`src/rtl/mlfc_pkg.sv`:
```
// ----------------------------------------------------------------------------
// mlfc_pkg
// Shared types, codes and reset values for the motion light fade controller.
// ----------------------------------------------------------------------------
`default_nettype none

package mlfc_pkg;

    // Upper clamp on the effective ring count
    localparam int MAX_RINGS = 16;

    // Event kinds
    localparam logic [2:0] EV_TICK      = 3'd0;
    localparam logic [2:0] EV_CORRIDOR  = 3'd1;
    localparam logic [2:0] EV_RING      = 3'd2;
    localparam logic [2:0] EV_ALARM_SET = 3'd3;
    localparam logic [2:0] EV_ALARM_CLR = 3'd4;

    // Configuration register indexes
    localparam logic [2:0] CFG_FRAME_INTERVAL   = 3'd0;
    localparam logic [2:0] CFG_HOLD_TIME        = 3'd1;
    localparam logic [2:0] CFG_FADE_STEP        = 3'd2;
    localparam logic [2:0] CFG_FULL_BRIGHTNESS  = 3'd3;
    localparam logic [2:0] CFG_REVEAL_STEP_TIME = 3'd4;
    localparam logic [2:0] CFG_FLASH_PERIOD     = 3'd5;
    localparam logic [2:0] CFG_RING_COUNT       = 3'd6;
    localparam logic [2:0] CFG_RINGS_ENABLED    = 3'd7;

    // Configuration reset values
    localparam logic [15:0] RST_FRAME_INTERVAL   = 16'd20;
    localparam logic [31:0] RST_HOLD_TIME        = 32'd5000;
    localparam logic [7:0]  RST_FADE_STEP        = 8'd5;
    localparam logic [7:0]  RST_FULL_BRIGHTNESS  = 8'd200;
    localparam logic [15:0] RST_REVEAL_STEP_TIME = 16'd100;
    localparam logic [15:0] RST_FLASH_PERIOD     = 16'd250;
    localparam logic [4:0]  RST_RING_COUNT       = 5'd4;
    localparam logic        RST_RINGS_ENABLED    = 1'b1;

    // Reported phase codes
    localparam logic [1:0] PHASE_OFF  = 2'd0;
    localparam logic [1:0] PHASE_RISE = 2'd1;
    localparam logic [1:0] PHASE_HOLD = 2'd2;
    localparam logic [1:0] PHASE_FALL = 2'd3;

    // Lighting machine state (rise is fade in for the corridor, reveal for rings)
    typedef enum logic [3:0] {
        MODE_OFF  = 4'b0001,
        MODE_RISE = 4'b0010,
        MODE_HOLD = 4'b0100,
        MODE_FALL = 4'b1000
    } mode_t;

    function automatic logic [1:0] phase_code(mode_t m);
        logic [1:0] p;
        case (m)
            MODE_OFF:  p = PHASE_OFF;
            MODE_RISE: p = PHASE_RISE;
            MODE_HOLD: p = PHASE_HOLD;
            MODE_FALL: p = PHASE_FALL;
            default:   p = PHASE_OFF;
        endcase
        return p;
    endfunction

endpackage

`default_nettype wire

```
`src/rtl/motion_light_fade_controller.sv`:
```
// ----------------------------------------------------------------------------
// motion_light_fade_controller
// Event driven corridor and ring lighting controller with alarm flash.
//
// Each accepted event beat (tick, corridor motion, ring motion, alarm set,
// alarm clear) produces exactly one result beat describing the lighting state
// after the event. Throughput is one event per clock: the full state update is
// one pass of compare/add logic from the state registers into the state and
// result registers, and s_ready stays high while the result register is empty
// or being taken in the same cycle. m_valid rises in the cycle after
// acceptance. Configuration is written through cfg_we/cfg_index/cfg_data and
// takes effect on the next event; all time compares wrap modulo 2^32.
// ----------------------------------------------------------------------------
`default_nettype none

module motion_light_fade_controller
    import mlfc_pkg::*;
(
    input  wire logic        aclk,
    input  wire logic        aresetn,

    input  wire logic        cfg_we,
    input  wire logic [2:0]  cfg_index,
    input  wire logic [31:0] cfg_data,

    input  wire logic        s_valid,
    output logic             s_ready,
    input  wire logic [2:0]  s_kind,
    input  wire logic [31:0] s_now,

    output logic             m_valid,
    input  wire logic        m_ready,
    output logic             m_frame_taken,
    output logic             m_alarm_on,
    output logic             m_flash_lit,
    output logic [7:0]       m_corridor_level,
    output logic [1:0]       m_corridor_phase,
    output logic [4:0]       m_rings_shown,
    output logic [7:0]       m_ring_level,
    output logic [1:0]       m_ring_phase
);

    // Configuration registers
    logic [15:0] frame_interval_reg;
    logic [31:0] hold_time_reg;
    logic [7:0]  fade_step_reg;
    logic [7:0]  full_brightness_reg;
    logic [15:0] reveal_step_time_reg;
    logic [15:0] flash_period_reg;
    logic [4:0]  ring_count_reg;
    logic        rings_enabled_reg;

    // Controller state
    logic        alarm_reg, alarm_next;
    logic        flash_reg, flash_next;
    logic [31:0] last_flash_reg, last_flash_next;
    logic [31:0] last_frame_reg, last_frame_next;
    mode_t       cor_mode_reg, cor_mode_next;
    logic [7:0]  cor_bright_reg, cor_bright_next;
    logic [31:0] cor_deadline_reg, cor_deadline_next;
    mode_t       ring_mode_reg, ring_mode_next;
    logic [4:0]  ring_cursor_reg, ring_cursor_next;
    logic [7:0]  ring_bright_reg, ring_bright_next;
    logic [31:0] ring_step_reg, ring_step_next;
    logic [31:0] ring_deadline_reg, ring_deadline_next;

    // Result register
    logic        out_valid_reg;
    logic        taken_reg, taken_next;
    logic [4:0]  shown_reg, shown_next;

    logic        accept;
    logic [4:0]  eff_rings;
    logic [31:0] frame_dt;
    logic [31:0] flash_dt;
    logic [31:0] reveal_dt;
    logic [31:0] hold_end;
    logic [31:0] cor_late;

    assign s_ready = !out_valid_reg || m_ready;
    assign accept  = s_valid && s_ready;

    // Ring count clamp to 1..MAX_RINGS
    always_comb begin
        if (ring_count_reg == 5'd0) begin
            eff_rings = 5'd1;
        end else if ({3'b000, ring_count_reg} > 8'(MAX_RINGS)) begin
            eff_rings = 5'(MAX_RINGS);
        end else begin
            eff_rings = ring_count_reg;
        end
    end

    assign frame_dt  = s_now - last_frame_reg;
    assign flash_dt  = s_now - last_flash_reg;
    assign reveal_dt = s_now - ring_step_reg;
    assign hold_end  = s_now + hold_time_reg;
    assign cor_late  = s_now - cor_deadline_reg;

    // Next state for one event
    always_comb begin
        logic [8:0]  cor_sum;
        logic [31:0] ring_late;
        cor_sum            = {1'b0, cor_bright_reg} + {1'b0, fade_step_reg};
        ring_late          = s_now - ring_deadline_reg;
        alarm_next         = alarm_reg;
        flash_next         = flash_reg;
        last_flash_next    = last_flash_reg;
        last_frame_next    = last_frame_reg;
        cor_mode_next      = cor_mode_reg;
        cor_bright_next    = cor_bright_reg;
        cor_deadline_next  = cor_deadline_reg;
        ring_mode_next     = ring_mode_reg;
        ring_cursor_next   = ring_cursor_reg;
        ring_bright_next   = ring_bright_reg;
        ring_step_next     = ring_step_reg;
        ring_deadline_next = ring_deadline_reg;
        taken_next         = 1'b0;

        // disabled ring machine is held off on every event
        if (!rings_enabled_reg) begin
            ring_mode_next   = MODE_OFF;
            ring_cursor_next = 5'd0;
            ring_bright_next = 8'd0;
        end

        case (s_kind)
            EV_TICK: begin
                if (frame_dt >= {16'd0, frame_interval_reg}) begin
                    taken_next      = 1'b1;
                    last_frame_next = s_now;
                    if (alarm_reg) begin
                        // alarm: only the flash advances
                        if (flash_dt >= {16'd0, flash_period_reg}) begin
                            last_flash_next = s_now;
                            flash_next      = !flash_reg;
                        end
                    end else begin
                        // ring machine
                        case (ring_mode_next)
                            MODE_RISE: begin
                                if (reveal_dt >= {16'd0, reveal_step_time_reg}) begin
                                    ring_step_next   = s_now;
                                    ring_cursor_next = ring_cursor_reg + 5'd1;
                                    if (ring_cursor_next >= eff_rings) begin
                                        ring_mode_next     = MODE_HOLD;
                                        ring_deadline_next = hold_end;
                                    end
                                end
                            end
                            MODE_HOLD: begin
                                if (!ring_late[31]) begin
                                    ring_mode_next = MODE_FALL;
                                end
                            end
                            MODE_FALL: begin
                                if (ring_bright_reg <= fade_step_reg) begin
                                    ring_bright_next = 8'd0;
                                    ring_mode_next   = MODE_OFF;
                                end else begin
                                    ring_bright_next = ring_bright_reg - fade_step_reg;
                                end
                            end
                            default: ;
                        endcase
                        // corridor machine
                        case (cor_mode_reg)
                            MODE_RISE: begin
                                if (cor_sum >= {1'b0, full_brightness_reg}) begin
                                    cor_bright_next = full_brightness_reg;
                                    cor_mode_next   = MODE_HOLD;
                                end else begin
                                    cor_bright_next = cor_sum[7:0];
                                end
                            end
                            MODE_HOLD: begin
                                if (!cor_late[31]) begin
                                    cor_mode_next = MODE_FALL;
                                end
                            end
                            MODE_FALL: begin
                                if (cor_bright_reg <= fade_step_reg) begin
                                    cor_bright_next = 8'd0;
                                    cor_mode_next   = MODE_OFF;
                                end else begin
                                    cor_bright_next = cor_bright_reg - fade_step_reg;
                                end
                            end
                            default: ;
                        endcase
                    end
                end
            end
            EV_CORRIDOR: begin
                if (!alarm_reg) begin
                    cor_deadline_next = hold_end;
                    if (cor_mode_reg == MODE_OFF || cor_mode_reg == MODE_FALL) begin
                        cor_mode_next = MODE_RISE;
                    end
                end
            end
            EV_RING: begin
                if (!alarm_reg && rings_enabled_reg) begin
                    ring_deadline_next = hold_end;
                    if (ring_mode_reg == MODE_OFF) begin
                        ring_mode_next   = MODE_RISE;
                        ring_cursor_next = 5'd0;
                        ring_bright_next = full_brightness_reg;
                        ring_step_next   = s_now;
                    end else if (ring_mode_reg == MODE_FALL) begin
                        ring_mode_next   = MODE_HOLD;
                        ring_bright_next = full_brightness_reg;
                    end
                end
            end
            EV_ALARM_SET: begin
                alarm_next      = 1'b1;
                flash_next      = 1'b1;
                last_flash_next = 32'd0;
            end
            EV_ALARM_CLR: begin
                alarm_next       = 1'b0;
                cor_mode_next    = MODE_OFF;
                cor_bright_next  = 8'd0;
                ring_mode_next   = MODE_OFF;
                ring_cursor_next = 5'd0;
                ring_bright_next = 8'd0;
            end
            default: ;  // unknown kind: report state only
        endcase

        // lit ring count
        if (ring_mode_next == MODE_RISE) begin
            shown_next = ring_cursor_next;
        end else if (ring_mode_next != MODE_OFF) begin
            shown_next = eff_rings;
        end else begin
            shown_next = 5'd0;
        end
    end

    // Configuration writes
    always_ff @(posedge aclk) begin
        if (!aresetn) begin
            frame_interval_reg   <= RST_FRAME_INTERVAL;
            hold_time_reg        <= RST_HOLD_TIME;
            fade_step_reg        <= RST_FADE_STEP;
            full_brightness_reg  <= RST_FULL_BRIGHTNESS;
            reveal_step_time_reg <= RST_REVEAL_STEP_TIME;
            flash_period_reg     <= RST_FLASH_PERIOD;
            ring_count_reg       <= RST_RING_COUNT;
            rings_enabled_reg    <= RST_RINGS_ENABLED;
        end else if (cfg_we) begin
            case (cfg_index)
                CFG_FRAME_INTERVAL:   frame_interval_reg   <= cfg_data[15:0];
                CFG_HOLD_TIME:        hold_time_reg        <= cfg_data;
                CFG_FADE_STEP:        fade_step_reg        <= cfg_data[7:0];
                CFG_FULL_BRIGHTNESS:  full_brightness_reg  <= cfg_data[7:0];
                CFG_REVEAL_STEP_TIME: reveal_step_time_reg <= cfg_data[15:0];
                CFG_FLASH_PERIOD:     flash_period_reg     <= cfg_data[15:0];
                CFG_RING_COUNT:       ring_count_reg       <= cfg_data[4:0];
                CFG_RINGS_ENABLED:    rings_enabled_reg    <= cfg_data[0];
                default: ;
            endcase
        end
    end

    // State update on each accepted beat
    always_ff @(posedge aclk) begin
        if (!aresetn) begin
            alarm_reg         <= 1'b0;
            flash_reg         <= 1'b0;
            last_flash_reg    <= 32'd0;
            last_frame_reg    <= 32'd0;
            cor_mode_reg      <= MODE_OFF;
            cor_bright_reg    <= 8'd0;
            cor_deadline_reg  <= 32'd0;
            ring_mode_reg     <= MODE_OFF;
            ring_cursor_reg   <= 5'd0;
            ring_bright_reg   <= 8'd0;
            ring_step_reg     <= 32'd0;
            ring_deadline_reg <= 32'd0;
        end else if (accept) begin
            alarm_reg         <= alarm_next;
            flash_reg         <= flash_next;
            last_flash_reg    <= last_flash_next;
            last_frame_reg    <= last_frame_next;
            cor_mode_reg      <= cor_mode_next;
            cor_bright_reg    <= cor_bright_next;
            cor_deadline_reg  <= cor_deadline_next;
            ring_mode_reg     <= ring_mode_next;
            ring_cursor_reg   <= ring_cursor_next;
            ring_bright_reg   <= ring_bright_next;
            ring_step_reg     <= ring_step_next;
            ring_deadline_reg <= ring_deadline_next;
        end
    end

    // Result beat valid
    always_ff @(posedge aclk) begin
        if (!aresetn) begin
            out_valid_reg <= 1'b0;
        end else if (accept) begin
            out_valid_reg <= 1'b1;
        end else if (m_ready) begin
            out_valid_reg <= 1'b0;
        end
    end

    // Result payload
    always_ff @(posedge aclk) begin
        if (accept) begin
            taken_reg <= taken_next;
            shown_reg <= shown_next;
        end
    end

    assign m_valid          = out_valid_reg;
    assign m_frame_taken    = taken_reg;
    assign m_alarm_on       = alarm_reg;
    assign m_flash_lit      = alarm_reg & flash_reg;
    assign m_corridor_level = (cor_mode_reg != MODE_OFF) ? cor_bright_reg : 8'd0;
    assign m_corridor_phase = phase_code(cor_mode_reg);
    assign m_rings_shown    = shown_reg;
    assign m_ring_level     = (ring_mode_reg != MODE_OFF) ? ring_bright_reg : 8'd0;
    assign m_ring_phase     = phase_code(ring_mode_reg);

`ifndef SYNTHESIS
    // every accepted event leaves a result beat behind
    a_accept_gives_result: assert property (@(posedge aclk) disable iff (!aresetn)
        accept |=> m_valid)
        else $error("accepted event produced no result beat");

    // alarm clear turns both machines off
    a_clear_turns_off: assert property (@(posedge aclk) disable iff (!aresetn)
        (accept && s_kind == EV_ALARM_CLR) |=>
            (cor_mode_reg == MODE_OFF && ring_mode_reg == MODE_OFF && !alarm_reg))
        else $error("alarm clear left a machine running");

    // disabled rings stay off after any event
    a_rings_disabled_off: assert property (@(posedge aclk) disable iff (!aresetn)
        (accept && !rings_enabled_reg) |=> (ring_mode_reg == MODE_OFF))
        else $error("ring machine active while disabled");

    // flash shows only in alarm mode
    a_flash_needs_alarm: assert property (@(posedge aclk) disable iff (!aresetn)
        (m_valid && m_flash_lit) |-> m_alarm_on)
        else $error("flash lit without alarm");

    // an idle ring machine shows nothing
    a_ring_off_dark: assert property (@(posedge aclk) disable iff (!aresetn)
        (m_valid && m_ring_phase == PHASE_OFF) |-> (m_rings_shown == 5'd0 && m_ring_level == 8'd0))
        else $error("rings shown while ring machine off");
`endif

endmodule

`default_nettype wire

```
`config.mk`:
```
export PLATFORM = sky130hd
export DESIGN_NAME = motion_light_fade_controller
export DESIGN_NICKNAME = d
export VERILOG_FILES = /design/src/rtl/mlfc_pkg.sv /design/src/rtl/motion_light_fade_controller.sv
export SDC_FILE = /design/constraint.sdc
export NUM_CORES = 1
export LEC_CHECK = 0
export BUFFER_PORTS_ARGS = -buffer_cell sky130_fd_sc_hd__buf_2
export CORE_MARGIN = 2
export CORE_UTILIZATION = 50
export DETAILED_ROUTE_END_ITERATION = 8
export GPL_ROUTABILITY_DRIVEN = 0
export PLACE_DENSITY_LB_ADDON = 0.05
export SLEW_MARGIN = 10
export SYNTH_ARGS = -nofsm -noshare
export SYNTH_HDL_FRONTEND = slang
export SYNTH_SLANG_ARGS = --single-unit
```
`constraint.sdc`:
```
create_clock -name aclk -period 6.25 [get_ports aclk]
set_input_delay 1.5625 -clock aclk [delete_from_list [all_inputs] [get_ports aclk]]
set_output_delay 1.5625 -clock aclk [all_outputs]
set_load 0.01 [all_outputs]
```
# Word level (Yosys, flattened, before mapping)
# Index checks and enable logic that the tools add are counted.
# op_classes
addsub,10
order_cmp,8
n_eq_ne,42
mux,78
bitwise,2
n_reduce_logical,32
# ops
cell,count
$mux 32,15
$pmux 32 s2,3
$sub 32x32->32,5
$mux 8,14
$ge 32x16->1,3
$mux 4,17
$mux 5,11
$pmux 4 s3,4
$add 32x32->32,1
$pmux 8 s2,2
$pmux 8 s3,1
$ne 2x2->1 const B,10
$reduce_and 2->1,9
$eq 4x2->1 const B,4
$le 8x8->1,2
$reduce_and 8->1,2
$sub 8x8->8,2
$eq 3x3->1 const B,5
$pmux 5 s3,1
$eq 3x2->1 const B,4
$eq 4x3->1 const B,3
$eq 4x4->1 const B,3
$ne 3x3->1 const B,4
$ne 4x1->1 const B,3
other kinds (24),44
# word_totals
register_bits,300
inputBits,75
output_inout_bits,30
elab_cells,195

# Logic depth before layout (Yosys ltp)
# logic_depth
depth_word,13
depth_mapped,29
mapped_depth_nobuf,27

# Worst setup path before layout
# No wires, ideal clock.
# synth_path
path_kind,input port to flip-flop
from,input port s_now[0]
to,"register shown_reg[4] (netlist: m_rings_shown[4]), data pin"
setup_ns,0.265
arrival_ns,6.120
required_ns,5.985
slack_ns,-0.135
cell_stages,23
n_path_buf,0
cell_sequence,inv_1 > ha_1 > fa_1 > nor2b_1 > o31a_1 > o21a_1 > a221oi_1 > nor2_1 > nor2_1 > xnor2_1 > ha_1 > nor2b_1 > o21ai_0 > or4b_1 > nor4_1 > o2111ai_1 > a2111oi_0 > nand4_1 > or2_0 > a31oi_1 > and3_4 > o21a_1 > o22ai_1
# synth_between
elab_chain_len,10
elab_cells_between_ends,20
classes_between,add/sub (3); order compare (2); eq/ne (2); mux (13)
# synth_rtl
item,line,text
"start, declared",motion_light_fade_controller.sv:29,"input wire logic [31:0] s_now,"
$sub 32x32->32,motion_light_fade_controller.sv:96,assign reveal_dt = s_now - ring_step_reg;
$ge 32x16->1,motion_light_fade_controller.sv:142,"if (reveal_dt >= {16'd0, reveal_step_time_reg}) begin"
$mux 4,motion_light_fade_controller.sv:142,
$pmux 4 s3,motion_light_fade_controller.sv:140,case (ring_mode_next)
$mux 4,motion_light_fade_controller.sv:132,if (alarm_reg) begin
$mux 4,motion_light_fade_controller.sv:129,"if (frame_dt >= {16'd0, frame_interval_reg}) begin"
$pmux 4 s3,motion_light_fade_controller.sv:127,case (s_kind)
$ne 4x1->1,motion_light_fade_controller.sv:235,end else if (ring_mode_next != MODE_OFF) begin
$mux 5,motion_light_fade_controller.sv:235,
$mux 5 (*),motion_light_fade_controller.sv:233,if (ring_mode_next == MODE_RISE) begin
net shown_next[4],motion_light_fade_controller.sv:70,"logic [4:0] shown_reg, shown_next;"
"end signal, assigned",motion_light_fade_controller.sv:314,shown_reg <= shown_next;
"end, declared",motion_light_fade_controller.sv:70,
# Mark *: on every way through the listed nets, which the timed path passes. The rest lies on a longest branch.
# A chain may end at the register's enable or synchronous reset.

# Worst setup path in the final report
# layout_path
from,input port s_now[7]
to,"register shown_reg[0] (netlist: m_rings_shown[0]), data pin"
# The elaborated chain is that of the path after synthesis.

==> impl_metrics.py <==
metrics = {
    "worst_setup_path": {
        "crit_required_ns": 6.54,
        "arrival_ns": 6.33,
        "slowest_cell_delay_on_critical_path_ns": 0.40,
        "worstPathMaxFanout": 9,
        "worstSetupPathType": "primary input to register",
        "worst_path_max_delay_cell": "ha_1",
        "path_common_cell": "buf_4",
        "critical_path.top_delay_family": "compound AO/OA/AOI/OAI gates",
        "critPathCaptureType": "register",
        "critPathBufInv": 7,
        "worstSetupStartpointType": "primary input",
    },
    "detailed_routing": {
        "drt_first_iter_violations": 1959,
        "detail_route.wl_per_cell_um": 20.02,
        "routed_wirelength_um": 79190,
        "firstDrtPassIters": 6,
        "via_per_inst": 5.940,
        "drtAntennaViolNets": 0,
        "dr_total_vias": 23500,
        "drt_drc_violations_left": 0,
    },
    "grt": {
        "grt_first_pass_wirelength_um": 122600,
        "grt_remaining_overflow": 0,
        "grt_antenna_before_repair": 2,
        "global_route.usage.total_pct": 32.17,
        "grt_max_degree": 156,
        "grt_pass1_vias": 22270,
    },
    "cts": {
        "worst_setup_hold_path_clk_slew_ns": 0.06,
        "root_buffer": "clkbuf_16",
        "cts-htree-levels": 2,
        "cts_hold_bufs": 0,
        "cts_num_sinks": 300,
        "cts-buffers-inserted": 39,
        "clock_tree_from_tritoncts": "yes",
        "cts-root-to-sink-buffers": 3,
        "clock_latency_at_the_later_pin_of_the_worst_skew_pair_ns": 0.57,
    },
    "sta": {
        "timing_hold_violations_final": 0,
        "headroom_to_the_max_slew_limit_pct": 20.01,
        "timing.clock.skew_ns": 0.01410,
        "timing.final.max_slew_violations": 0,
        "finalSetupViolCount": 0,
        "min_period_over_period_pct": 96.60,
        "final_period_minus_worst_setup_slack_ns": 6.037,
        "worst_pin_slew_ns": 1.197,
        "max_freq_mhz": 165.6,
    },
    "layout": {
        "layout_cell_share_with_drive_strength_beyond_1_pct": 14.34,
        "finalCoreUtilization_pct": 59.31,
        "post_layout_nonfiller_instances": 3956,
        "relative_area_change_from_synthesis_to_final_layout_pct": 17.28,
        "fin_nets": 3669,
    },
    "power_and_ir_drop": {
        "p_per_area_nw_per_um2": 206.1,
        "vdd_ir_drop_max_v": 0.0002193,
        "static-leakage-power_nw": 11.84,
    },
    "place": {
        "io_buffer_count": 104,
        "place_inst": 3879,
        "hpwl_um": 60380,
    },
    "synthesis": {
        "synth_area_leader_cell": "dfxtp_1",
        "synth_area_leaders": "dfxtp_1, ha_1, a21oi_1",
        "synth-seq-cells": 300,
        "synth_area_per_cell_um2": 7.621,
        "synth-seq-area-share_pct": 25.82,
        "post_synth_instance_area_um2": 23500,
        "gate_count_of_the_mapped_netlist": 3083,
        "postSynthNetCount": 3435,
        "synth_top_flop_cell": "dfxtp_1",
        "synth-warning-count": 0,
        "count_of_distinct_cell_types_in_the_synthesized_netlist": 96,
        "synth_edf_count": 6,
        "synth.top_cell.area_share_pct": 25.05,
        "async_s_r_ff_share_synth_pct": 0,
    },
    "die": {
        "core.rowCount": 79,
        "design.core.area_um2": 46460,
        "num_io_pins": 105,
        "die_height_um": 220.8,
        "floorplan.die.width_um": 220.8,
        "fp.dieArea_um2": 48740,
        "initial_cell_density_of_the_core_pct": 50.57,
    },
    "run": {
        "max-cap-violations": 0,
    },
    "outcome": {
        "run_status": "finished, final reports clean",
    },
    "worst_hold_path": {
        "holdCritPathClass": "register to register",
    },
}
-- metrics by stage --
step	hold WS, ns	cell area, um^2	TNS, ns	worst slack [ns]	total power, mW
after floorplan	0.4363	23500	0	0.005564	2.807
after global placement	0.4418	25980	-64.37	-0.5954	3.256
after detailed placement	0.4470	25980	-72.77	-0.6835	3.278
after CTS	0.4544	27350	0	0.02068	5.670
after global routing	0.4699	27560	-0.1814	-0.09817	5.929
final	0.4542	27560	0	0.2128	5.679
-- worst paths after layout --
kind / cells after the start / endpoint / start / slack, ns
max: 26 / m_rings_shown[0] / s_now[7] / 0.21
min: 2 / cor_deadline_reg[26] / cor_deadline_reg[26] / 0.45
max reg2reg: 23 / m_rings_shown[0] / ring_step_reg[1] / 0.98
min reg2reg: 2 / cor_deadline_reg[26] / cor_deadline_reg[26] / 0.45
-- area by class of cell --
class,instances,area (um^2)
fill,4310,18900
multi-input combinational,2378,16040
sequential,300,6066
timing repair buffer,323,2301
clock buffer,50,1110
inverter,275,1040
tap,607,759.5
clock inverter,21,232.7
antenna,2,5.005
-- layer usage --
layer	track usage, %	up-vias	wire (um)
li1	-	11340	-
met1	40.24	11130	33540
met2	54.90	800	36770
met3	5.168	224	5165
met4	13.33	0	3718
met5	0	-	0
-- where the power goes --
group	total [mW]	internal, mW	switching, mW
combinational	1.29	0.523	0.771
clock	2.39	1.43	0.959
sequential	2.00	1.96	0.0326
-- kinds of logic after synthesis --
| family | after synthesis | synth area share [%] |
|---|---|---|
| AOI/OAI and AO/OA | 817 | 22.65 |
| xor gates and xnor gates | 102 | 3.802 |
| adders and majority gates | 277 | 14.97 |
| buffers and inverters | 405 | 6.864 |
| DFF | 300 | 25.82 |
| muxes | 106 | 4.548 |
| and+or+nand+nor | 1076 | 21.34 |
-- placed cells by master, fill, tap and decap left out, types with 35 or more instances in the layout --
master | synthesis | routed
nand2_1 | 392 | 389
a21oi_1 | 300 | 297
dfxtp_1 | 294 | 294
nor2_1 | 287 | 285
inv_1 | 274 | 272
ha_1 | 270 | 268
buf_4 | 1 | 207
o21ai_0 | 123 | 118
buf_2 | 17 | 104
mux2i_1 | 100 | 100
nand3_1 | 70 | 69
a21o_1 | 62 | 62
xnor2_1 | 60 | 60
nor3_1 | 49 | 46
nor2b_1 | 46 | 45
xor2_1 | 42 | 42
nand2b_1 | 41 | 41
clkbuf_16 | 0 | 41
nand4_1 | 37 | 37
o21a_1 | 36 | 35
-- synth_stat cells (8+ instances only) --
cell type	number
nand2_1	392
a21oi_1	300
dfxtp_1	294
nor2_1	287
inv_1	274
ha_1	270
o21ai_0	123
clkbuf_1	102
mux2i_1	100
nand3_1	70
a21o_1	62
xnor2_1	60
nor3_1	49
nor2b_1	46
xor2_1	42
nand2b_1	41
nand4_1	37
o21a_1	36
a22o_1	33
o211ai_1	29
a211oi_1	28
o22ai_1	25
or3_1	22
and3_1	21
nor4_1	19
buf_2	17
o21bai_1	16
o31ai_1	16
or2_2	16
a211o_1	15
a31oi_1	15
nor3b_1	15
and2_1	11
a21boi_0	10
o221ai_1	10
a2111oi_0	8
a22oi_1	8
and4_1	8
nand3b_1	8
-- worst reg2reg max path, stage by stage (launching register included) --
cell	delay (ns)
dfxtp_1	0.37
inv_1	0.06
ha_1	0.26
nor2b_1	0.14
o31a_1	0.27
o21a_1	0.21
buf_4	0.15
a211o_1	0.34
xor2_1	0.17
ha_1	0.29
a21oi_1	0.14
nor2b_1	0.05
o21ai_1	0.12
or4b_4	0.49
nor4_4	0.28
o2111ai_2	0.16
a2111oi_2	0.24
nand4_1	0.16
buf_6	0.17
or2_0	0.23
a31oi_2	0.18
and3_4	0.25
a21boi_2	0.17
o22ai_1	0.11
-- what timing repair did --
action,in CTS,in global routing
setup buffers,0,4
endpoints found under the setup margin,5,161
resized for setup,4,48
pin swaps,0,25
(Power assumes the default switching activity.)
